===== src/hdl/assert_macros.svh =====
// Assertion shorthands shared by the converter's RTL files.
`ifndef ASSERT_MACROS_SVH
`define ASSERT_MACROS_SVH

// The condition must hold in the same cycle as the trigger.
`define HSL_ASSERT_IMP(name, clk, rst_n, pre, post) \
    name: assert property (@(posedge clk) disable iff (!rst_n) (pre) |-> (post)) \
        else $error("same-cycle pipeline check failed");

// The condition must hold in the cycle after the trigger.
`define HSL_ASSERT_NEXT(name, clk, rst_n, pre, post) \
    name: assert property (@(posedge clk) disable iff (!rst_n) (pre) |=> (post)) \
        else $error("next-cycle pipeline check failed");

`endif


===== src/hdl/hsl2rgb_front.sv =====
`default_nettype none

module hsl2rgb_front #(
    parameter int FRAC_BITS = 16
) (
    input  logic                   clk,
    input  logic                   load,
    input  logic [FRAC_BITS-1:0]   hue,
    input  logic [FRAC_BITS-1:0]   saturation,
    input  logic [FRAC_BITS-1:0]   lightness,
    output logic [2*FRAC_BITS-1:0] st,
    output logic [2*FRAC_BITS-1:0] lm,
    output logic [FRAC_BITS+1:0]   pos_red,
    output logic [FRAC_BITS+1:0]   pos_green,
    output logic [FRAC_BITS+1:0]   pos_blue
);

    localparam logic [FRAC_BITS-1:0] FULL     = '1;
    localparam logic [FRAC_BITS+2:0] UNIT     = {3'b001, {FRAC_BITS{1'b0}}};
    localparam logic [FRAC_BITS+2:0] UNIT_TWO = {3'b010, {FRAC_BITS{1'b0}}};
    localparam logic [FRAC_BITS+2:0] SPAN     = {3'b011, {FRAC_BITS{1'b0}}};

    logic [FRAC_BITS-1:0]   fold;
    logic [2*FRAC_BITS-1:0] st_next;
    logic [2*FRAC_BITS-1:0] lm_next;
    logic [FRAC_BITS+2:0]   green_wide;
    logic [FRAC_BITS+2:0]   red_wide;
    logic [FRAC_BITS+2:0]   blue_wide;
    logic [FRAC_BITS+2:0]   red_wrap;
    logic [FRAC_BITS+2:0]   blue_wrap;

    logic [2*FRAC_BITS-1:0] st_reg;
    logic [2*FRAC_BITS-1:0] lm_reg;
    logic [FRAC_BITS+1:0]   pos_red_reg;
    logic [FRAC_BITS+1:0]   pos_green_reg;
    logic [FRAC_BITS+1:0]   pos_blue_reg;

    // The two levels are L*M +/- S*fold, where fold is L below one half
    // and M-L from one half up.
    always_comb
    begin
        if ({lightness, 1'b0} < {1'b0, FULL})
        begin
            fold = lightness;
        end
        else
        begin
            fold = FULL - lightness;
        end
        st_next = {{FRAC_BITS{1'b0}}, saturation} * {{FRAC_BITS{1'b0}}, fold};
        lm_next = {lightness, {FRAC_BITS{1'b0}}} - {{FRAC_BITS{1'b0}}, lightness};
    end

    // Positions are counted in thirds of a hue unit, so the offsets are exact.
    always_comb
    begin
        green_wide = {2'b00, hue, 1'b0} + {3'b000, hue};
        red_wide   = green_wide + UNIT;
        blue_wide  = green_wide + UNIT_TWO;
        red_wrap   = (red_wide >= SPAN) ? red_wide - SPAN : red_wide;
        blue_wrap  = (blue_wide >= SPAN) ? blue_wide - SPAN : blue_wide;
    end

    always_ff @(posedge clk)
    begin
        if (load)
        begin
            st_reg        <= st_next;
            lm_reg        <= lm_next;
            pos_red_reg   <= red_wrap[FRAC_BITS+1:0];
            pos_green_reg <= green_wide[FRAC_BITS+1:0];
            pos_blue_reg  <= blue_wrap[FRAC_BITS+1:0];
        end
    end

    assign st        = st_reg;
    assign lm        = lm_reg;
    assign pos_red   = pos_red_reg;
    assign pos_green = pos_green_reg;
    assign pos_blue  = pos_blue_reg;

endmodule

`default_nettype wire


===== config.mk =====
export PLATFORM = sky130hd
export DESIGN_NAME = hsl2rgb_front
export DESIGN_NICKNAME = d
export VERILOG_FILES = /design/src/hdl/assert_macros.svh /design/src/hdl/hsl2rgb_front.sv
export SDC_FILE = /design/constraint.sdc
export NUM_CORES = 1
export LEC_CHECK = 0
export BUFFER_PORTS_ARGS = -buffer_cell sky130_fd_sc_hd__buf_4
export CAP_MARGIN = 20
export CORE_MARGIN = 10
export CORE_UTILIZATION = 30
export CTS_CLUSTER_SIZE = 30
export DETAILED_ROUTE_END_ITERATION = 16
export GPL_ROUTABILITY_DRIVEN = 0
export HOLD_SLACK_MARGIN = 0.12
export PLACE_DENSITY_LB_ADDON = 0.12
export RECOVER_POWER = 100
export SLEW_MARGIN = 20
export SYNTH_ARGS = -nofsm -noshare
export SYNTH_HDL_FRONTEND = slang
export SYNTH_SLANG_ARGS = --single-unit

===== constraint.sdc =====
create_clock -name clk -period 10.25 [get_ports clk]
set_clock_uncertainty 0.05 [all_clocks]
set_input_delay 1.025 -clock clk [delete_from_list [all_inputs] [get_ports clk]]
set_output_delay 1.025 -clock clk [all_outputs]
set_load 0.01 [all_outputs]

# Word-level counts from Yosys, hierarchy flattened
# Index checks and enable logic that the tools add are counted.
[word_totals]
regBits = 118
elab_cells = 19
out_inout_bits = 118
input_bits = 50
[classes]
n_addsub = 7
mux = 3
order_cmp = 3
mul = 1
[ops]
columns = ["cell", "count"]
rows = [
  [">= comparator 19 x 18 -> 1 bit (second input constant)", 2],
  ["2-to-1 mux 18 bit", 2],
  ["subtractor 18 bit (second input constant)", 2],
  ["multiplier 16 x 16 -> 32 bit", 1],
  ["subtractor 32 x 16 -> 32 bit", 1],
  ["adder 18 x 17 -> 19 bit (second input constant)", 1],
  ["adder 18 x 18 -> 19 bit (second input constant)", 1],
  ["adder 17 x 16 -> 18 bit", 1],
  ["less-than comparator 17 x 16 -> 1 bit (second input constant)", 1],
  ["2-to-1 mux 16 bit", 1],
  ["subtractor 16 bit (first input constant)", 1],
]

# Longest topological paths before layout
[depth]
ltp_word = 4
ltp_mapped = 25
ltp_nobuf = 23

# Worst setup path after synthesis
# No wires, ideal clock.
[synth_path]
kind = "input-to-reg"
startpoint = "in lightness[15]"
endpoint = "reg st_reg[30], in the netlist st[30], data pin"
cell_stages = 25
t_required_ps = 9936
t_arrival_ps = 7352
path_buffers = 3
setup_time_ps = 264
path_slack_ps = 2585
path_cell_list = "clkbuf_1 -> clkbuf_1 -> xor2_1 -> clkbuf_1 -> nand2_1 -> fa_1 -> inv_1 -> fa_1 -> inv_1 -> fa_1 -> inv_1 -> fa_1 -> fa_1 -> inv_1 -> fa_1 -> inv_1 -> ha_1 -> a21oi_1 -> nand2_1 -> a221oi_1 -> nand2_1 -> o31ai_1 -> o21bai_1 -> a221oi_1 -> xnor2_1"
[synth_via]
elab_chain_len = 3
word_cells_on_any_way = 4
cone_classes = "add/sub: 1; mul: 1; order compare: 1; mux: 1"
[synth_rtl]
columns = ["element", "line", "text"]
rows = [
  ["start, declared", "hsl2rgb_front.sv:10", "input logic [FRAC_BITS-1:0] lightness,"],
  ["subtractor 16 bit or less-than comparator 17 x 16 -> 1 bit (tied branches)", "hsl2rgb_front.sv:48, hsl2rgb_front.sv:42", ""],
  ["2-to-1 mux 16 bit (*)", "hsl2rgb_front.sv:42", "if ({lightness, 1'b0} < {1'b0, FULL})"],
  ["multiplier 16 x 16 -> 32 bit (*)", "hsl2rgb_front.sv:50", "st_next = {{FRAC_BITS{1'b0}}, saturation} * {{FRAC_BITS{1'b0}}, fold};"],
  ["net st_next[30]", "hsl2rgb_front.sv:24", "logic [2*FRAC_BITS-1:0] st_next;"],
  ["end signal, assigned", "hsl2rgb_front.sv:68", "st_reg <= st_next;"],
  ["end, declared", "hsl2rgb_front.sv:32", "logic [2*FRAC_BITS-1:0] st_reg;"],
]
# Mark *: on every way through the listed nets, which the timed path passes. The rest lies on a longest branch.
# A chain may end at the register's enable or synchronous reset.

# Worst setup path after layout
# Ends and elaborated chain as after synthesis.

==> impl_metrics.json <==
{
  "finalSetupTns_ns": 0,
  "drive_gt1_frac": 0.0535,
  "post-place-cells": 1917,
  "via_count": 8830,
  "worstSetupEndpoint": "st[30]",
  "end_kind": "flop",
  "grtUsageTotal": 0.139,
  "multi_input_area_mm2": 0.00861,
  "root_buffer": "clkbuf_16",
  "crit_start": "lightness[15]",
  "ys.flop_type": "edfxtp_1",
  "post_cts_buffers": 0,
  "finalSetupViolCount": 0,
  "core_mm2": 0.0410,
  "post-route-period-util": 0.831,
  "num_antenna_cells": 0,
  "grt_antenna_before_repair": 1,
  "grt_first_pass_wirelength_um": 53800,
  "h-tree-depth": 3,
  "hold_viol": 0,
  "max_slew_margin": -0.825,
  "area_delta_synth_final_pct": 11.5,
  "wl_um": 34100,
  "rsz0062_at_grt": "false",
  "yosysWarnings": 0,
  "violations": "max-capacitance violations, max-slew violations",
  "nets": 1766,
  "antenna_left": 0,
  "synth_edf_count": 85,
  "cts_buffers": 9,
  "layout.cells.non_filler": 1933,
  "synth-seq-cells": 85,
  "synth_top_area_frac": 0.291,
  "critPathLaunchType": "input port",
  "dieWidth_um": 224,
  "overflow": 0,
  "drt_first_pass_iters": 5,
  "port-buffer-count": 167,
  "pin_count": 168,
  "yosysSeqAreaShare": 0.204,
  "cts_buffer_depth": 2,
  "hpwl_um": 27200,
  "dieArea_mm2": 0.0503,
  "avgSynthCellArea_um2": 9.76,
  "synth.distinct_cells": 58,
  "synth.largest_area_cell": "fa_1",
  "cts_tree": "done",
  "syn_nets": 1652,
  "fin_crit_ns": 8.52,
  "avgViaCountPerCell": 4.57,
  "path_clk_slew_ns": 0.07,
  "post_cts_resized": 0,
  "num-fill-cells": 4389,
  "synth-async-reset-ratio": 0,
  "hold_buffers": 0,
  "maxSlewViolCount": 88,
  "grt_start_max_net_pins": 50,
  "worstSetupPathType": "in -> reg",
  "clkSinkCount": 85,
  "min-delay-path-class": "in -> reg",
  "netlist_area_mm2": 0.0125,
  "drt_iter0_drc": 418,
  "synthCells": 1282,
  "worstPathRequired_ns": 10.33,
  "timing.critical_path.arrival_ns": 8.60,
  "drc": 0,
  "ys_top_cells_by_area": "fa_1, edfxtp_1, ha_1",
  "start_util": 0.305,
  "placementRows": 74,
  "wire_per_inst_um": 17.6,
  "status": "finished with violations",
  "regArea_mm2": 0.00255,
  "die_height_um": 224,
  "max_slew.worst_pin.slew_ns": 2.74,
  "drv_cap": 2,
  "worstPathMaxFanout": 16,
  "grt_pass1_vias": 9429,
  "fmax_ghz": 0.117
}
==> metal layers <==
| metal | share of wire | track usage | wire (um) | vias to the layer above |
|---|---|---|---|---|
| li1 | - | - | - | 4216 |
| met1 | 0.47 | 0.185 | 15900 | 4429 |
| met2 | 0.47 | 0.223 | 16100 | 160 |
| met3 | 0.046 | 0.0337 | 1580 | 25 |
| met4 | 0.013 | 0.0331 | 437 | 0 |
| met5 | 0 | 0 | 0 | - |
==> logic make-up after synthesis <==
family	after synthesis	share of synthesized area
simple gates	370	0.149
buf+inv	324	0.107
fa+ha+maj	320	0.429
flops	85	0.204
xor+xnor	71	0.0497
mux	4	0.00340
compound gates	108	0.0579
==> area by class of cell <==
cell class / count / share of cell area
multi-input combinational: 873 / 0.617
sequential: 85 / 0.183
inverter: 250 / 0.0673
timing repair buffer: 177 / 0.0614
tap: 532 / 0.0477
clock buffer: 10 / 0.0164
clock inverter: 6 / 0.00682
==> cell usage in the layout, fill, tap and decap left out, types with 5 or more instances in the layout <==
cell       instances
fa_1             182
nand2_1          156
a21oi_1           32
inv_1            250
edfxtp_1          85
nand3_1           12
clkbuf_1         127
and2_0             8
xor2_1            29
nor2_1            31
ha_1             138
o21ai_0           19
a21o_1            15
a31oi_1            5
nor2b_1            6
xnor2_1           38
or3_1              5
buf_4             50
nor3_1            16
nand4_1            5
and2_1           114
o31ai_1            5
clkbuf_16          9
==> cells in the mapped netlist (3+ instances only) <==
cell	n
o21ai_0	18
nand2b_1	3
and2_1	122
o21bai_1	4
o31ai_1	5
clkbuf_1	41
a21oi_1	31
nor2_1	31
nor3_1	14
xor2_1	33
fa_1	182
nand3_1	12
a21o_1	15
or3_1	5
xnor2_1	38
a211oi_1	3
and3_1	3
inv_1	250
nand2_1	156
nor2b_1	5
ha_1	138
edfxtp_1	85
o211ai_1	3
nand4_1	5
a31oi_1	5
o21a_1	4
buf_4	33
==> worst max-delay path: stages <==
cell      delay, ns
clkbuf_1       0.82
xor2_1         1.15
and2_0         0.28
fa_1           0.41
inv_1          0.08
fa_1           0.43
fa_1           0.52
inv_1          0.06
fa_1           0.45
fa_1           0.53
inv_1          0.05
fa_1           0.49
inv_1          0.04
ha_1           0.37
nand4_1        0.17
a21oi_1        0.10
a221oi_1       0.28
nand2_1        0.24
o31ai_1        0.46
o21bai_1       0.21
a221oi_1       0.32
xnor2_1        0.10
==> per-stage QoR <==
step,hold slack (ns),area [um2],worst slack (ns),util
2_1_floorplan,1.07,12500,2.58,-
3_3_place_gp,1.18,14100,2.29,0.345
3_5_place_dp,1.18,14100,2.25,0.345
4_1_cts,0.759,14500,2.65,0.353
5_1_grt,0.844,13900,1.17,0.340
6_report,0.842,13900,1.73,0.340
==> how the worst min path moves through the flow <==
stage                       from          to  slack [ns]  cells past startpoint
global route        lightness[0]       lm[0]        0.84                      1
CTS                       hue[0]  pos_red[0]        0.76                      1
global placement    lightness[0]       lm[0]        1.18                      1
detailed placement  lightness[0]       lm[0]        1.18                      1
finish              lightness[0]       lm[0]        0.84                      1
floorplan           lightness[0]       lm[0]        1.07                      0
Power is not shown: default switching activity piles up to over one toggle a cycle in this logic, so the estimate is an artifact.
