==> src/hdl/assert_macros.svh <==
// Assertion shorthands shared by the converter's RTL files.
`ifndef ASSERT_MACROS_SVH
`define ASSERT_MACROS_SVH

// The condition must hold in the same cycle as the trigger.
`define HSL_ASSERT_IMP(name, clk, rst_n, pre, post) \
    name: assert property (@(posedge clk) disable iff (!rst_n) (pre) |-> (post)) \
        else $error("same-cycle pipeline check failed");

// The condition must hold in the cycle after the trigger.
`define HSL_ASSERT_NEXT(name, clk, rst_n, pre, post) \
    name: assert property (@(posedge clk) disable iff (!rst_n) (pre) |=> (post)) \
        else $error("next-cycle pipeline check failed");

`endif

==> src/hdl/hsl2rgb_pkg.sv <==
`default_nettype none

package hsl2rgb_pkg;

    // Which piece of the hue ramp a channel position falls on.
    typedef enum logic [1:0] {
        SEL_RAMP,
        SEL_HIGH,
        SEL_LOW
    } ramp_sel_t;

    // Stage loads for the ramp section (stages two and three).
    typedef struct packed {
        logic load_mul;
        logic load_level;
    } ramp_ctl_t;

    // Stage loads for the scaling section (stages four to six), plus the
    // valid flag of stage five, which feeds the correction step.
    typedef struct packed {
        logic load_prod;
        logic load_est;
        logic load_out;
        logic est_valid;
    } scale_ctl_t;

endpackage

`default_nettype wire

==> src/hdl/hsl2rgb_ramp.sv <==
`default_nettype none

module hsl2rgb_ramp #(
    parameter int FRAC_BITS = 16
) (
    input  logic                   clk,
    input  hsl2rgb_pkg::ramp_ctl_t ctl,
    input  logic [2*FRAC_BITS-1:0] st,
    input  logic [2*FRAC_BITS-1:0] lm,
    input  logic [FRAC_BITS+1:0]   pos,
    output logic [2*FRAC_BITS-1:0] level
);

    import hsl2rgb_pkg::*;

    localparam logic [FRAC_BITS+1:0] HALF_UNIT  = {2'b00, 1'b1, {(FRAC_BITS-1){1'b0}}};
    localparam logic [FRAC_BITS+1:0] THREE_HALF = {2'b01, 1'b1, {(FRAC_BITS-1){1'b0}}};
    localparam logic [FRAC_BITS+1:0] TWO_UNIT   = {2'b10, {FRAC_BITS{1'b0}}};

    ramp_sel_t              sel_next;
    logic [FRAC_BITS:0]     k_next;
    logic [FRAC_BITS+1:0]   fall;
    logic [2*FRAC_BITS-1:0] v1_next;
    logic [2*FRAC_BITS-1:0] v2_next;
    logic [3*FRAC_BITS:0]   prod_next;
    logic [2*FRAC_BITS-1:0] slope;
    logic [2*FRAC_BITS-1:0] level_next;

    ramp_sel_t              sel_reg;
    logic [3*FRAC_BITS:0]   prod_reg;
    logic [2*FRAC_BITS-1:0] v1_reg;
    logic [2*FRAC_BITS-1:0] v2_reg;
    logic [2*FRAC_BITS-1:0] level_reg;

    // Rising edge below one sixth, flat high to one half, falling edge to
    // two thirds, flat low after that.
    always_comb
    begin
        fall     = TWO_UNIT - pos;
        sel_next = SEL_LOW;
        k_next   = '0;
        if (pos < HALF_UNIT)
        begin
            sel_next = SEL_RAMP;
            k_next   = {pos[FRAC_BITS-1:0], 1'b0};
        end
        else if (pos < THREE_HALF)
        begin
            sel_next = SEL_HIGH;
        end
        else if (pos < TWO_UNIT)
        begin
            sel_next = SEL_RAMP;
            k_next   = {fall[FRAC_BITS-1:0], 1'b0};
        end
        v1_next   = lm - st;
        v2_next   = lm + st;
        prod_next = {{(FRAC_BITS+1){1'b0}}, st} * {{(2*FRAC_BITS){1'b0}}, k_next};
    end

    always_ff @(posedge clk)
    begin
        if (ctl.load_mul)
        begin
            sel_reg  <= sel_next;
            prod_reg <= prod_next;
            v1_reg   <= v1_next;
            v2_reg   <= v2_next;
        end
    end

    // The level gap is twice st, so the slope term is st*k over 2^(F-1).
    always_comb
    begin
        slope = prod_reg[3*FRAC_BITS-2:FRAC_BITS-1];
        case (sel_reg)
            SEL_RAMP: level_next = v1_reg + slope;
            SEL_HIGH: level_next = v2_reg;
            SEL_LOW:  level_next = v1_reg;
            default:  level_next = v1_reg;
        endcase
    end

    always_ff @(posedge clk)
    begin
        if (ctl.load_level)
        begin
            level_reg <= level_next;
        end
    end

    assign level = level_reg;

endmodule

`default_nettype wire

==> config.mk <==
export PLATFORM = sky130hd
export DESIGN_NAME = hsl2rgb_ramp
export DESIGN_NICKNAME = d
export VERILOG_FILES = /design/src/hdl/assert_macros.svh /design/src/hdl/hsl2rgb_pkg.sv /design/src/hdl/hsl2rgb_ramp.sv
export SDC_FILE = /design/constraint.sdc
export NUM_CORES = 1
export LEC_CHECK = 0
export ABC_CLOCK_PERIOD_IN_PS = 22800
export BUFFER_PORTS_ARGS = -buffer_cell sky130_fd_sc_hd__buf_4
export CORE_AREA = 8 8 253 255
export DETAILED_ROUTE_END_ITERATION = 12
export DIE_AREA = 0 0 261 263
export SLEW_MARGIN = 20
export SYNTH_ARGS = -nofsm -noshare
export SYNTH_HDL_FRONTEND = slang
export SYNTH_SLANG_ARGS = --single-unit
==> constraint.sdc <==
create_clock -name clk -period 22.8 [get_ports clk]
set_clock_uncertainty 0.15 [all_clocks]
set_input_delay 3.42 -clock clk [delete_from_list [all_inputs] [get_ports clk]]
set_output_delay 3.42 -clock clk [all_outputs]
set_load 0.01 [all_outputs]
* Yosys cells after proc, flatten, opt, wreduce, memory -nomap -nowiden
Cells that the tools add are included.
** Operators by class
- Add/sub/neg operators :: 4
- Multiply operators :: 1
- Divide/modulo/power cells :: 0
- Order comparisons :: 3
- Equality and inequality tests :: 1
- Shift-type cells :: 0
- Mux-type cells :: 6
- Bitwise logic cells :: 0
- Reduce and logical (&&, ||, !) cells :: 2
** Operators by type and width (number)
- $add 32x32->32 :: 2
- $pmux 32 s2 :: 1
- $mux 17 :: 3
- $mul 32x17->47 :: 1
- $sub 32x32->32 :: 1
- $lt 18x16->1 const B :: 1
- $lt 18x17->1 const B :: 1
- $lt 18x18->1 const B :: 1
- $sub 1x16->16 const A :: 1
- $eq 2x1->1 const B :: 1
- $logic_not 2->1 :: 1
- $mux 2 :: 1
- $reduce_or 2->1 :: 1
- $mux 1 :: 1
** Word-level totals
- Flip-flop bits (word level) :: 145
- Latch bits :: 0
- Memory bits (writable) :: 0
- Memory bits (read-only) :: 0
- Input port bits :: 85
- Word-level logic and storage cells :: 23
- Memories kept :: 0

* Logic depth before layout (Yosys ltp)
- Word-level depth :: 5
- Gate-level depth with buffers :: 36
- Mapped depth without buffers :: 35

* Worst setup path before layout
OpenSTA, ideal clock, no wires.
- Kind :: input -> register
- Start :: input pos[2]
- End :: register prod_reg[31], data pin
- Setup time :: 0.258 ns
- Data arrival time :: 10.992 ns
- Required time :: 22.392 ns
- Setup slack :: 11.401 ns
- Stages :: 31
- Path through :: or3_1 -> or3_1 -> nor3_1 -> nand2_1 -> nor3_1 -> nor3_1 -> a21oi_1 -> o21a_1 -> clkbuf_1 -> clkbuf_1 -> nor2_1 -> fa_1 -> fa_1 -> fa_1 -> fa_1 -> fa_1 -> inv_1 -> fa_1 -> inv_1 -> ha_1 -> o21a_1 -> a221oi_1 -> a21oi_2 -> a211o_1 -> a41o_1 -> a31o_2 -> a21oi_2 -> o21bai_2 -> a31o_1 -> a21oi_1 -> xnor2_1
** Between the ends
- Cells in the longest elaborated chain, start to end :: 5
- Elaborated cells on any way between the ends :: 8
** RTL lines
- from (decl) :: RTL line hsl2rgb_ramp.sv:10 : input logic [FRAC_BITS+1:0] pos,
- $sub 1x16->16 / $lt 18x18->1 (equally long branches) :: RTL line hsl2rgb_ramp.sv:39, hsl2rgb_ramp.sv:51
- $mux 17 :: RTL line hsl2rgb_ramp.sv:51 : else if (pos < TWO_UNIT)
- $mux 17 :: RTL line hsl2rgb_ramp.sv:47 : else if (pos < THREE_HALF)
- $mux 17 (*) :: RTL line hsl2rgb_ramp.sv:42 : if (pos < HALF_UNIT)
- $mul 32x17->47 (*) :: RTL line hsl2rgb_ramp.sv:58 : prod_next = {{(FRAC_BITS+1){1'b0}}, st} * {{(2*FRAC_BITS){1'b0}}, k_next};
- net prod_next[31] :: RTL line hsl2rgb_ramp.sv:25 : logic [3*FRAC_BITS:0] prod_next;
- to (signal assigned) :: RTL line hsl2rgb_ramp.sv:66 : prod_reg <= prod_next;
- to (decl) :: RTL line hsl2rgb_ramp.sv:30 : logic [3*FRAC_BITS:0] prod_reg;
Mark *: on every way through the listed nets, which the timed path passes. The rest lies on a longest branch.
A chain may end at the register's enable or synchronous reset.

* Final worst setup path
- Start :: input pos[2]
- End :: register prod_reg[46], data pin
Same word-level chain as after synthesis.

==> qor.tcl <==
set qor(layout.nets) 3566
set qor(synth_area_leaders) {fa_1 (34%), edfxtp_1 (15%), ha_1 (11%)}
set qor(area_delta_synth_final_pct) 8.989
set qor(port-buffer-count) 116
set qor(drt-vias-per-instance) 5.298
set qor(numCtsBuffers) 17
set qor(vdd.ir_drop.worst_uv) 51.25
set qor(grt.overflow.total) 0
set qor(max_cap_viols) 0
set qor(worst_setup_path_start_kind) {input pin}
set qor(cp_slowest_cell) {nand3_1}
set qor(worst_path_most_repeated_cell) {fa_1}
set qor(setup_total_negative_slack_ns) 0
set qor(synthesis.instances) 2793
set qor(beginning_of_the_worst_register_to_register_path) {v2_reg[0]$_DFFE_PP_}
set qor(synth_flop_cell) {edfxtp_1}
set qor(finalHoldViolCount) 0
set qor(hp_class) {reg -> reg}
set qor(syn_area_per_cell_um2) 8.951
set qor(synthDistinctLibCells) 70
set qor(area_share_of_the_leading_cell_type_in_the_synthesized_netlist_pct) 33.55
set qor(layout-drive-gt1-share_pct) 7.060
set qor(postRouteWirelength_um) 73310
set qor(io_pins) 117
set qor(gr-usage-met1_pct) 28.99
set qor(critPathArrivalTime_ns) 12.43
set qor(floorplan.die.width_um) 261
set qor(drt-initial-drc-count) 1379
set qor(ys_warn_count) 0
set qor(first_pass_iteration_count_of_the_detailed_router) 7
set qor(grt_start_max_net_pins) 74
set qor(design.die.area_um2) 68640
set qor(worstPathMaxFanout) 32
set qor(clk_root_buffer_cell) {clkbuf_16}
set qor(htree_num_levels) 4
set qor(grt_setup_unrepaired) {no}
set qor(p_per_area_nw_per_um2) 64.48
set qor(ys_seq_area_share_pct) 15.50
set qor(worst_skew_pair.late_latency_ns) 0.44
set qor(critical-path-max-stage-delay_ns) 0.77
set qor(numPlacedInstances) 3597
set qor(layout.cell_area.non_filler_um2) 27250
set qor(die_h_um) 263
set qor(wp_data_required_ns) 22.84
set qor(grt_use_met2_pct) 34.49
set qor(number_of_storage_elements_in_the_synthesis_netlist) 129
set qor(wire_length_of_the_first_global_routing_pass_um) 114600
set qor(tritoncts) {done}
set qor(hpwl_um) 56100
set qor(post_layout_nonfiller_instances) 3630
set qor(initial_utilization_pct) 41.73
set qor(tritoncts_num_sinks) 129
set qor(period_needed_ns) 12.39
set qor(detail_route.wl_per_cell_um) 20.19
set qor(ys_top_cells_by_count) {inv_1 (619), fa_1 (419), nand2_1 (384), ha_1 (228), and2_1 (133)}
set qor(grt.met3_usage_pct) 4.171
set qor(first_global_vias) 20540
set qor(mappedNetlistArea_um2) 25000
set qor(grt.total_usage_pct) 21.47
set qor(busiest_layer) {met2}
set qor(timing.max_slew.rel_slack_pct) 30.44
set qor(power_w) 0.001757
set qor(cts_buffer_depth) 2
set qor(max_freq_mhz) 80.72
set qor(grt_antenna_before_repair) 1
set qor(drv_slew) 0
set qor(hold_path_startpoint) {v1_reg[27]$_DFFE_PP_}
set qor(power.leakage_nw) 13.07
set qor(finalCritPeriodShare_pct) 54.34
set qor(postSynthNetCount) 3525
set qor(path_clk_slew_ns) 0.06
set qor(detail-route-antenna-nets) 0
set qor(critPathLaunch) {pos[2]}
set qor(most_repeated_cell_in_the_gate_level_netlist_after_synthesis) {inv_1}
set qor(async_reset_ff_share_pct) 0
set qor(post_cts_resized) 0
set qor(synth-edff-count) 129
set qor(row_count) 90
set qor(finalSetupViolations) 0
set qor(drcViolationCount) 0
set qor(timing_worst_slew_pin_value_ns) 1.043
set qor(dpl_cell_area_um2) 26670
set qor(path_class) {in -> reg}
set qor(yosysTopAreaCell) {fa_1}
set qor(cts_hold_buffers) 0
set qor(post-cts-setup-buffers) 0
set qor(cp-end-kind) {register}
set qor(core_um2) 59910
set qor(final_weighted_congestion_in_routability_driven_placement) 0.9079
set qor(num_vias) 19230
set qor(run_status) {complete, no violations}
==> worst paths after layout <==
kind	endpoint	slack [ns]	cells past startpoint
hold / removal	level[27]$_DFFE_PP_	0.42	1
setup reg to reg	level[30]$_DFFE_PP_	18.16	14
hold reg to reg	level[27]$_DFFE_PP_	0.42	1
setup / recovery	prod_reg[46]$_DFFE_PP_	10.41	30
==> cell usage in the layout, fill, tap and decap left out, types with 4 or more instances in the layout <==
cell type    n
o21a_1      31
o21ai_0     53
inv_1      619
nand2_1    384
and4_1       4
nand3_1     19
o211ai_1    14
clkinv_4     4
and3_1       6
nor4_1      22
nor2b_1     17
o21ai_2      7
clkbuf_16   17
nand2b_1    16
a211oi_1     7
a22oi_1      4
edfxtp_1   129
xor2_1      38
nor3_1      54
a21o_1      38
xnor2_1     83
nor2_1      97
ha_1       228
or4_1        4
mux2_2       6
fa_1       419
and2_1     133
a31oi_1      8
o21bai_1    21
a21oi_1    113
o31ai_1      9
buf_4      139
o21ai_1     13
nand4_1      9
inv_6        7
or3_1       11
==> power by group <==
group          total [W]  switching, W  internal [W]  leakage, nW
clock network   0.000271      0.000118      0.000153        0.283
logic            0.00109      0.000647      0.000447         11.5
registers       0.000392     0.0000343      0.000358         1.26
==> logic make-up after synthesis <==
| group | share of synthesized area [%] |
|---|---|
| adders and majority gates | 44.96 |
| muxes | 0.3103 |
| buffers and inverters | 11.10 |
| and+or+nand+nor | 14.57 |
| AOI/OAI and AO/OA | 9.284 |
| xor gates and xnor gates | 4.274 |
| DFF | 15.50 |
==> critical path, delay by kind of cell <==
kind / cells / cell delay, ns
compound gates: 11 / 2.86
xor+xnor: 1 / 0.08
buf+inv: 6 / 0.85
simple gates: 5 / 2.21
fa+ha+maj: 7 / 3.02
==> final cells by class <==
class	count	area, µm²
timing repair buffer	139	1044
fill	5824	32660
antenna	1	2.502
tap	782	978.4
multi-input combinational	1925	18440
clock buffer	17	425.4
sequential	129	3874
inverter	622	2335
clock inverter	15	146.4
==> layer usage <==
layer / vias up / share of wire (%)
li1: 8774 / -
met1: 9615 / 43
met5: - / 0
met3: 127 / 8.0
met4: 0 / 3.2
met2: 715 / 46
==> metrics by stage <==
step	util [%]	setup slack [ns]	hold slack, ns
after global routing	45.48	9.883	0.4470
after floorplan	-	11.40	0.3644
after detailed placement	44.52	10.03	0.4042
final	45.48	10.41	0.4167
after CTS	45.48	10.50	0.4217
after global placement	44.52	10.21	0.3945
(Power assumes the default switching activity.)
