### config.mk
export PLATFORM = sky130hd
export DESIGN_NAME = hsl2rgb_scale
export DESIGN_NICKNAME = d
export VERILOG_FILES = /design/src/hdl/hsl2rgb_pkg.sv /design/src/hdl/hsl2rgb_scale.sv
export VERILOG_INCLUDE_DIRS = /design/src /design/src/hdl
export SDC_FILE = /design/constraint.sdc
export NUM_CORES = 1
export LEC_CHECK = 0
export BUFFER_PORTS_ARGS = -buffer_cell sky130_fd_sc_hd__buf_4
export CORE_UTILIZATION = 31
export DETAILED_ROUTE_END_ITERATION = 10
export PLACE_DENSITY_LB_ADDON = 0.1
export RECOVER_POWER = 50
export SETUP_SLACK_MARGIN = 0.1
export SLEW_MARGIN = 20
export SYNTH_ARGS = -nofsm -noshare
export SYNTH_HDL_FRONTEND = slang
export SYNTH_SLANG_ARGS = --single-unit
export TNS_END_PERCENT = 100
### constraint.sdc
create_clock -name clk -period 4.6 [get_ports clk]
set_input_delay 0.46 -clock clk [delete_from_list [all_inputs] [get_ports clk]]
set_output_delay 0.46 -clock clk [all_outputs]
set_load 0.01 [all_outputs]
### src/hdl/assert_macros.svh
// Assertion shorthands shared by the converter's RTL files.
`ifndef ASSERT_MACROS_SVH
`define ASSERT_MACROS_SVH

// The condition must hold in the same cycle as the trigger.
`define HSL_ASSERT_IMP(name, clk, rst_n, pre, post) \
    name: assert property (@(posedge clk) disable iff (!rst_n) (pre) |-> (post)) \
        else $error("same-cycle pipeline check failed");

// The condition must hold in the cycle after the trigger.
`define HSL_ASSERT_NEXT(name, clk, rst_n, pre, post) \
    name: assert property (@(posedge clk) disable iff (!rst_n) (pre) |=> (post)) \
        else $error("next-cycle pipeline check failed");

`endif

### src/hdl/hsl2rgb_pkg.sv
`default_nettype none

package hsl2rgb_pkg;

    // Which piece of the hue ramp a channel position falls on.
    typedef enum logic [1:0] {
        SEL_RAMP,
        SEL_HIGH,
        SEL_LOW
    } ramp_sel_t;

    // Stage loads for the ramp section (stages two and three).
    typedef struct packed {
        logic load_mul;
        logic load_level;
    } ramp_ctl_t;

    // Stage loads for the scaling section (stages four to six), plus the
    // valid flag of stage five, which feeds the correction step.
    typedef struct packed {
        logic load_prod;
        logic load_est;
        logic load_out;
        logic est_valid;
    } scale_ctl_t;

endpackage

`default_nettype wire

### src/hdl/hsl2rgb_scale.sv
`default_nettype none
`include "assert_macros.svh"

module hsl2rgb_scale #(
    parameter int FRAC_BITS    = 16,
    parameter int CHANNEL_BITS = 8
) (
    input  logic                    clk,
    input  logic                    rst_n,
    input  hsl2rgb_pkg::scale_ctl_t ctl,
    input  logic [2*FRAC_BITS-1:0]  level,
    output logic [CHANNEL_BITS-1:0] chan
);

    import hsl2rgb_pkg::*;

    localparam int NW = 2*FRAC_BITS + CHANNEL_BITS;
    localparam logic [NW-1:0] ONE     = NW'(1);
    localparam logic [NW-1:0] FULL_SQ = (ONE << (2*FRAC_BITS)) - (ONE << (FRAC_BITS+1)) + ONE;

    logic [NW-1:0]           num_next;
    logic [NW:0]             num_ext;
    logic [NW:0]             third_term;
    logic [NW:0]             est_sum;
    logic [NW-1:0]           est_prod;
    logic [NW-1:0]           rem;
    logic                    bump;
    logic [CHANNEL_BITS-1:0] chan_next;

    logic [NW-1:0]           num_reg;
    logic [NW-1:0]           num_hold_reg;
    logic [CHANNEL_BITS-1:0] est_reg;
    logic [CHANNEL_BITS-1:0] chan_reg;

    // Multiply by the channel maximum, which is a power of two less one.
    assign num_next = {level, {CHANNEL_BITS{1'b0}}} - {{CHANNEL_BITS{1'b0}}, level};

    always_ff @(posedge clk)
    begin
        if (ctl.load_prod)
        begin
            num_reg <= num_next;
        end
    end

    // 1/M^2 = 2^-2F * (1 + 2*2^-F + 3*2^-2F + ...). Three terms give an
    // estimate that is never high and at most one below the quotient.
    always_comb
    begin
        num_ext    = {1'b0, num_reg};
        third_term = num_ext >> (2*FRAC_BITS);
        est_sum    = num_ext + ((num_ext >> FRAC_BITS) << 1) + (third_term << 1) + third_term;
    end

    always_ff @(posedge clk)
    begin
        if (ctl.load_est)
        begin
            est_reg      <= est_sum[NW-1:2*FRAC_BITS];
            num_hold_reg <= num_reg;
        end
    end

    // Remainder check: E*M^2 built from shifts, one compare fixes the estimate.
    always_comb
    begin
        est_prod  = {est_reg, {(2*FRAC_BITS){1'b0}}}
                  - {{(FRAC_BITS-1){1'b0}}, est_reg, {(FRAC_BITS+1){1'b0}}}
                  + {{(2*FRAC_BITS){1'b0}}, est_reg};
        rem       = num_hold_reg - est_prod;
        bump      = (rem >= FULL_SQ);
        chan_next = est_reg + {{(CHANNEL_BITS-1){1'b0}}, bump};
    end

    always_ff @(posedge clk)
    begin
        if (ctl.load_out)
        begin
            chan_reg <= chan_next;
        end
    end

    assign chan = chan_reg;

    // The estimate is off by at most one, so the remainder stays below 2*M^2.
    `HSL_ASSERT_IMP(a_est_within_one, clk, rst_n, ctl.est_valid, rem < (FULL_SQ << 1))

endmodule

`default_nettype wire

# [Word level (Yosys, flattened, before mapping)]
# Index checks and enable logic that the tools add are counted.
[totals] reg_bits=96 word_cells=13
[classes] addsub=8 order_cmp=1
[op_table] cell="$add 40x8->40" n=2
[op_table] cell="$add 40x25->40" n=1
[op_table] cell="$add 40x9->40" n=1
[op_table] cell="$ge 40x32->1 const B" n=1
[op_table] cell="$sub 40x25->40" n=1
[op_table] cell="$sub 40x32->40" n=1
[op_table] cell="$sub 40x40->40" n=1
[op_table] cell="$add 8x1->8" n=1

# [Logic depth before layout (Yosys ltp)]
# Gate-level depths: netlist of the first run.
[logic_depth] depth_word=5 mapped_depth=20

# [Worst setup path before layout of the first run]
# Ideal clock, no wire load.
[synth_timing] path_kind="reg-to-reg" from="register est_reg[0]" to="register chan_reg[7] (netlist: chan[7]), data pin" setup_time_ns=0.260 t_arrival_ns=3.948 required_ns=4.340 setup_slack_ns=0.392 stages_incl_launch_ff=20 path_buffers=0 synth_period_minus_slack_ns=4.208 cell_sequence="edfxtp_1 -> ha_1 -> inv_1 -> fa_1 -> ha_1 -> fa_1 -> a211oi_1 -> o21ai_0 -> nand3_1 -> a21oi_1 -> nor4_1 -> nand4b_1 -> nor4_1 -> nand4_1 -> nand4_1 -> ha_1 -> nand3_1 -> nor4_1 -> nand2_1 -> xnor2_1"
[synth_between] elab_chain_cells=5
[synth_rtl] element="from (decl)" line_no="hsl2rgb_scale.sv:32" rtl="logic [CHANNEL_BITS-1:0] est_reg;"
[synth_rtl] element="from (signal assigned)" line_no="hsl2rgb_scale.sv:59" rtl="est_reg <= est_sum[NW-1:2*FRAC_BITS];"
[synth_rtl] element="$sub 40x25->40" line_no="hsl2rgb_scale.sv:68" rtl="- {{(FRAC_BITS-1){1'b0}}, est_reg, {(FRAC_BITS+1){1'b0}}}"
[synth_rtl] element="$add 40x8->40" line_no="hsl2rgb_scale.sv:69" rtl="+ {{(2*FRAC_BITS){1'b0}}, est_reg};"
[synth_rtl] element="$sub 40x40->40" line_no="hsl2rgb_scale.sv:70" rtl="rem = num_hold_reg - est_prod;"
[synth_rtl] element="$ge 40x32->1" line_no="hsl2rgb_scale.sv:71" rtl="bump = (rem >= FULL_SQ);"
[synth_rtl] element="$add 8x1->8 (*)" line_no="hsl2rgb_scale.sv:72" rtl="chan_next = est_reg + {{(CHANNEL_BITS-1){1'b0}}, bump};"
[synth_rtl] element="named net chan_next[7]" line_no="hsl2rgb_scale.sv:28" rtl="logic [CHANNEL_BITS-1:0] chan_next;"
[synth_rtl] element="to (signal assigned)" line_no="hsl2rgb_scale.sv:79" rtl="chan_reg <= chan_next;"
[synth_rtl] element="to (decl)" line_no="hsl2rgb_scale.sv:33" rtl="logic [CHANNEL_BITS-1:0] chan_reg;"
# Mark *: on every way through the listed nets, which the timed path passes. The rest lies on a longest branch.
# A chain may end at the register's enable or synchronous reset.

# [Worst setup path after layout of the first run]
[layout_timing] from="register est_reg[4]" to="register chan_reg[7] (netlist: chan[7]), data pin"
# The elaborated chain is that of the path after synthesis.

==> results of run 1 <==
## Yosys cell counts, types with 3 or more instances
master and instances:
o211ai_1 9, nand2_1 79, mux2i_1 10, edfxtp_1 96, o31ai_1 4, o22ai_1 5
a21o_1 24, nand4_1 23, a31o_2 3, and3_1 11, a31oi_1 4, or3b_2 3
xor2_1 19, a21oi_1 85, xnor2_1 40, and2_1 6, o21ai_0 46, a2111oi_0 3
and4_1 3, or2_2 5, a22o_1 3, ha_1 157, fa_1 16, o21bai_1 10
nor2_1 56, nand2b_1 5, o21a_1 11, inv_1 133, nand3_1 24, o2111ai_1 6
a22oi_1 4, nor3_1 32, clkbuf_1 19, o2bb2ai_1 3, nor4_1 7, a211oi_1 12
## per-layer routing
layer / vias up / GRT usage [%] / wire, µm
met5: - / 0 / 0
met4: 0 / 4.35 / 426
met3: 20 / 1.17 / 496
met2: 121 / 30.6 / 12800
met1: 3608 / 22.0 / 12000
li1: 3971 / - / -
## power by group through the flow
stage / sequential, µW / clock, µW / combinational, µW
floorplan: 1170 / 0 / 1340
global placement: 1220 / 0 / 2020
detailed placement: 1220 / 0 / 2010
CTS: 1200 / 717 / 2090
global route: 1210 / 748 / 2490
finish: 1200 / 695 / 2200
## cell type report
type	count	area (µm²)	area share, %
multi-input cells	769	6320	55.3
flip-flops and latches	96	2880	25.2
repair buffers	134	976	8.53
inverters	133	499	4.36
well taps	390	488	4.26
clock buffers	11	233	2.03
clock inverters	5	41.3	0.361
## per-stage QoR
step                      instance area, µm²  util (%)  TNS [ns]  cells  hold WS (ns)
after floorplan                         9370         -         0   1018         0.417
after global placement                 10700      36.2     -1.17   1516         0.486
after detailed placement               10700      36.2    -0.899   1516         0.488
after CTS                              11200      37.6         0   1533         0.349
after global routing                   11400      38.5    -0.126   1538         0.458
final                                  11400      38.5         0   1538         0.453
## kinds of logic after synthesis
logic type | count (synthesis)
and+or+nand+nor | 267
AOI/OAI and AO/OA | 259
adders and majority gates | 173
buffers and inverters | 153
DFF | 96
xor gates and xnor gates | 59
muxes | 11
## path summary, 6_finish.rpt
path / end / slack, ns / depth (start not counted)
setup / recovery: chan[7] / 0.18 / 21
hold / removal: num_reg[33] / 0.45 / 2
setup reg to reg: chan[7] / 0.18 / 21
hold reg to reg: num_hold_reg[0] / 0.51 / 0
## worst register-to-register path, cell delays in order (launching register included)
cell,delay [ns]
edfxtp_1,0.51
ha_4,0.32
inv_2,0.04
ha_4,0.26
ha_4,0.20
buf_4,0.14
a211oi_2,0.20
buf_4,0.16
o211ai_1,0.10
nand3_2,0.15
mux2i_2,0.27
o41ai_2,0.11
nand4b_1,0.20
nor4_2,0.31
nand4_1,0.18
nand4_1,0.20
ha_2,0.22
nand3_2,0.07
nor4_2,0.21
buf_4,0.15
nand2_1,0.05
xnor2_1,0.12
## timing repair
item                       CTS  global route
setup endpoints to repair    7             4
gates cloned                 0             0
resized for setup           32            54
setup buffers                1             5
pin swaps                   13            23
==> flow_summary_export.csv, run 1 <==
group,metric,value,unit
status,outcome,"finished, violations left",
status,violations,"max-capacitance violations, max-slew violations",
cts,clock_sinks,96,
yosys,yosys_warnings,0,
power,intPower,2460,µW
detailed_routing,dr.pass1.iters,5,
timing,rsz0062_at_grt,"yes",
grt,grt_pass1_vias,7739,
yosys,ys_seq_area_share,30.8,%
yosys,ys_ff_latch,96,
timing,slew_violations,90,
yosys,yosysTopAreaCell,"edfxtp_1",
final_layout,fin_nets,1354,
cts,h-tree-depth,3,
die,pin_count,46,
critical_path,startpoint,"est_reg[4]",
final_layout,final_common_cell,"ha_1",
cts,cts.reportedPaths.clkPinSlew,0.07,ns
critical_path,start_kind,"register",
yosys,synthArstFlopShare,0,%
die,dieWidth,176,µm
yosys,synth.area.mux_share,1.19,%
final_layout,drive_gt1_share,18.9,%
timing,clock.fmax,0.226,GHz
critical_path,cp.required,4.70,ns
power,power_frac_comb,53.7,%
final_layout,fillers,3004,
timing,clock_skew,0.0118,ns
placed_design,place_congestion,0.852,
detailed_routing,routed-via-count,7720,
detailed_routing,drt_iter0_markers,409,
yosys,synth_xor_area_share,5.51,%
critical_path,path_max_fanout,4,
final_layout,area.growth.synth_to_final,22.1,%
critical_path,arrival,4.52,ns
detailed_routing,routedWlPerCell,16.7,µm
timing,hold_viol,0,
cts,cts_tree,"done",
timing,period_share,96.1,%
timing,max_slew_margin,-69.2,%
critical_path,critPathTopFamily,"simple AND/OR/NAND/NOR gates",
grt,antenna_found_initial,0,
yosys,synth_nets,1229,
yosys,yosys.area_share.simple,13.9,%
critical_path,path_class,"register to register",
grt,grt_use_total,17.1,%
detailed_routing,routed_wl,25700,µm
yosys,yosysTopAreaCellShare,30.8,%
placed_design,port-buffer-count,43,
yosys,synth_top_family_by_area,"adder cells",
yosys,avgSynthCellArea,9.21,µm²
yosys,synthCells,1018,
detailed_routing,drtAntennaViolNets,0,
yosys,synth_compound_area_share,18.1,%
final_layout,final_cell_mix,"139 x ha_1, 132 x inv_1, 122 x buf_4",
placed_design,place_ws,-0.296,ns
critical_path,crit_path_top_delay_cell,"edfxtp_1",
final_layout,antennaDiodeCount,0,
job,maxCapViolations,2,
critical_path,cp-end-kind,"register",
cts,postCtsHoldBufs,0,
power,p_per_area,357,nW/µm²
yosys,synth_edf_count,96,
critical_path,timing.rr.start,"est_reg[4]",
power,leakage,0.00500,µW
critical_path,crit_chain,"ha_4, inv_2, ha_4, ha_4, buf_4, a211oi_2, buf_4, o211ai_1, nand3_2, mux2i_2, o41ai_2, nand4b_1, nor4_2, nand4_1, nand4_1, ha_2, nand3_2, nor4_2, buf_4, nand2_1, xnor2_1",
yosys,ys.flop_type,"edfxtp_1",
cts,numCtsBuffers,9,
die,die_h,176,µm
die,coreArea,29700,µm²
cts,cts.path.max_buffers,2,
die,rows,63,
power,netSwitchingFraction,39.7,%
timing,setup-violations-final,0,
power,p_clk_share,17.0,%
critical_path,cpPeakStageDelay,0.51,ns
power,switchingPower,1630,µW
die,dieArea,30900,µm²
timing,layout_setup_ws,0.180,ns
placed_design,dpl.hpwl,21600,µm
cts,root_buffer,"clkbuf_16",
yosys,synth_area,9370,µm²
grt,grt_pass1_wl,41100,µm
critical_path,path_buf_inv,4,
detailed_routing,via_per_inst,5.02,
power,vdd_drop_max,0.159,mV
grt,grt_max_degree,49,
grt,globalRoute.totalOverflow,0,
detailed_routing,route.detailed.drc,0,
yosys,synth_area_leaders,"edfxtp_1 31%, ha_1 21%, inv_1 5.3%, a21oi_1 4.5%, xnor2_1 3.7%",
power,pwr-share-seq,29.3,%
timing,worstMarginPinSlew,2.54,ns
timing,finalCriticalPeriod,4.42,ns
yosys,yosysUniqueCellTypes,67,
die,start_util,31.5,%
power,finalPower,4090,µW
hold_path,min_path_type,"input port to register",
cts,clk_latency,0.34,ns
hold_path,min-delay-start,"level[25]",
yosys,synth_adder_area_share,24.4,%
(Power assumes the default switching activity.)
==> inputs of run 2 (changes only) <==
==> constraint.sdc (replaced) <==
create_clock -name clk -period 4.6 [get_ports clk]
set_input_delay 1.38 -clock clk [delete_from_list [all_inputs] [get_ports clk]]
set_output_delay 1.38 -clock clk [all_outputs]
set_load 0.01 [all_outputs]
==> run 2 against run 1 <==
Compared with the run above:
- the flow still finishes with violations (max-capacitance violations, max-slew violations)
- critical path depth down 1
- register-to-register slack got worse by 0.04 ns
- sequential power is essentially flat
- highest routed layer unchanged
==> flow_summary_export.csv, run 2 (synthesis results as in run 1) <==
group,metric,value,unit
status,outcome,"finished, violations left",
critical_path,startpoint,"est_reg[3]",
placed_design,dpl.hpwl,21300,µm
timing,setup-violations-final,0,
timing,hold_viol,0,
final_layout,multiInputGateArea,6160,µm²
cts,h-tree-depth,3,
timing,clock_skew,0.0155,ns
power,leakage,0.00502,µW
cts,clk_latency,0.34,ns
cts,clock_sinks,96,
job,maxCapViolations,2,
critical_path,timing.rr.start,"est_reg[3]",
final_layout,drive_gt1_share,17.7,%
die,start_util,31.5,%
critical_path,critPathTopFamily,"simple AND/OR/NAND/NOR gates",
timing,clock.fmax,0.224,GHz
placed_design,dpl_cell_area,10800,µm²
timing,rsz0062_at_grt,"yes",
critical_path,arrival,4.56,ns
critical_path,reg2reg_slack,0.14,ns
die,rows,63,
timing,slew_violations,90,
critical_path,crit_chain,"ha_1, inv_2, ha_4, fa_2, a211oi_2, buf_4, o211ai_1, nand3_2, buf_6, mux2i_2, o41ai_2, nand4b_1, nor4_2, nand4_1, nand4_1, ha_2, nand3_4, nor4_4, nand2_1, xnor2_1",
detailed_routing,routed_wl,25100,µm
status,violations,"max-capacitance violations, max-slew violations",
detailed_routing,drt_iter0_markers,308,
grt,grt_use_total,16.7,%
cts,numCtsBuffers,9,
final_layout,antennaDiodeCount,0,
die,pin_count,46,
cts,cts_tree,"done",
die,dieArea,30900,µm²
timing,period_share,96.9,%
grt,grt_pass1_wl,40000,µm
timing,worstMarginPinSlew,2.64,ns
grt,globalRoute.totalOverflow,0,
final_layout,regArea,2880,µm²
power,vdd_drop_max,0.160,mV
detailed_routing,drtAntennaViolNets,0,
critical_path,crit_path_top_delay_cell,"edfxtp_1",
timing,finalCriticalPeriod,4.46,ns
detailed_routing,via_per_inst,4.94,
final_layout,fin_nets,1362,
final_layout,final_common_cell,"ha_1",
die,coreArea,29700,µm²
critical_path,timing.rr.end,"chan[7]",
cts,postCtsHoldBufs,0,
cts,cts.reportedPaths.clkPinSlew,0.07,ns
critical_path,cp-end-kind,"register",
critical_path,path_buf_inv,3,
critical_path,cp_common_cell,"nand4_1",
detailed_routing,routedWlPerCell,16.2,µm
critical_path,reg2reg_depth,20,
timing,layout_setup_ws,0.140,ns
timing,max_slew_margin,-76.1,%
final_layout,area.growth.synth_to_final,20.9,%
grt,grt_max_degree,49,
cts,cts.path.max_buffers,2,
power,p_per_area,355,nW/µm²
final_layout,final_area,11300,µm²
placed_design,port-buffer-count,43,
critical_path,cp.required,4.70,ns
cts,root_buffer,"clkbuf_16",
die,die_h,176,µm
critical_path,start_kind,"register",
critical_path,cpPeakStageDelay,0.47,ns
hold_path,holdPathStages,0,
final_layout,fillers,3053,
hold_path,min_path_type,"register to register",
detailed_routing,dr.pass1.iters,4,
final_layout,final_cell_mix,"147 x ha_1, 131 x inv_1, 131 x buf_4",
detailed_routing,routed-via-count,7631,
critical_path,endpoint,"chan[7]",
placed_design,place_ws,-0.275,ns
placed_design,place_congestion,0.881,
critical_path,cp_num_cells,20,
grt,antenna_found_initial,0,
critical_path,path_class,"register to register",
detailed_routing,route.detailed.drc,0,
die,dieWidth,176,µm
grt,grt_pass1_vias,7575,
critical_path,path_max_fanout,4,
[run 2: changes by cell type in the layout (fill, tap and decap cells not counted), moves of 2 or more]
cell	before	now
a21oi_2	7	4
buf_4	122	131
a2111oi_2	1	3
o21ai_2	5	2
a2111oi_4	2	0
o21ai_1	7	5
ha_1	139	147
clkinv_4	2	0
clkinvlp_4	2	4
ha_2	7	4
ha_4	11	6
o21ai_0	35	40
a21oi_1	77	81
[run 2: worst min path at each step]
stage	startpoint	to	slack [ns]
floorplan	num_reg[0]	num_hold_reg[0]	0.42
global placement	num_reg[0]	num_hold_reg[0]	0.47
detailed placement	num_reg[0]	num_hold_reg[0]	0.48
CTS	num_reg[0]	num_hold_reg[0]	0.51
global route	num_reg[13]	num_hold_reg[13]	0.53
finish	num_reg[0]	num_hold_reg[0]	0.50
[run 2: final cells by class]
class	count	area share (%)
inverter	133	4.40
timing repair buffer	142	9.11
clock buffer	11	2.05
sequential	96	25.4
multi-input combinational	769	54.3
clock inverter	5	0.364
tap	390	4.31
[run 2: repair_timing]
action,in CTS,in global routing
pin swaps,27,19
endpoints found under the setup margin,7,7
gates resized for setup,42,13
buffers inserted,8,3
[run 2: power breakdown]
part           switching (µW)  leakage, µW  total, µW  internal (µW)
combinational            1170      0.00396       2140            968
clock                     321     0.000120        692            371
sequential               95.2     0.000940       1200           1100
total                    1580      0.00502       4020           2440
[run 2: worst reg2reg max path: stages (launching register included)]
cell,delay [ns]
edfxtp_1,0.47
ha_1,0.34
inv_2,0.07
ha_4,0.21
fa_2,0.41
a211oi_2,0.25
buf_4,0.16
o211ai_1,0.10
nand3_2,0.13
buf_6,0.11
mux2i_2,0.20
o41ai_2,0.10
nand4b_1,0.20
nor4_2,0.30
nand4_1,0.20
nand4_1,0.22
ha_2,0.24
nand3_4,0.08
nor4_4,0.18
nand2_1,0.10
xnor2_1,0.13
[run 2: per-stage QoR]
stage | total power, µW | setup TNS, ns | hold WS (ns) | utilization [%] | instances
floorplan | 2510 | 0 | 0.417 | - | 1018
global placement | 3250 | -0.572 | 0.469 | 36.3 | 1520
detailed placement | 3250 | -0.578 | 0.483 | 36.3 | 1520
CTS | 4040 | 0 | 0.508 | 38.0 | 1543
global route | 4370 | -0.106 | 0.527 | 38.1 | 1546
finish | 4020 | 0 | 0.497 | 38.1 | 1546
[run 2: metal layers]
metal	up-vias	routed length [µm]	part of all wire [%]	track usage (%)
met5	-	0	0	0
met4	0	460	1.8	4.96
met3	25	339	1.4	1.10
met2	97	12300	49	29.5
met1	3516	12000	48	21.6
li1	3993	-	-	-
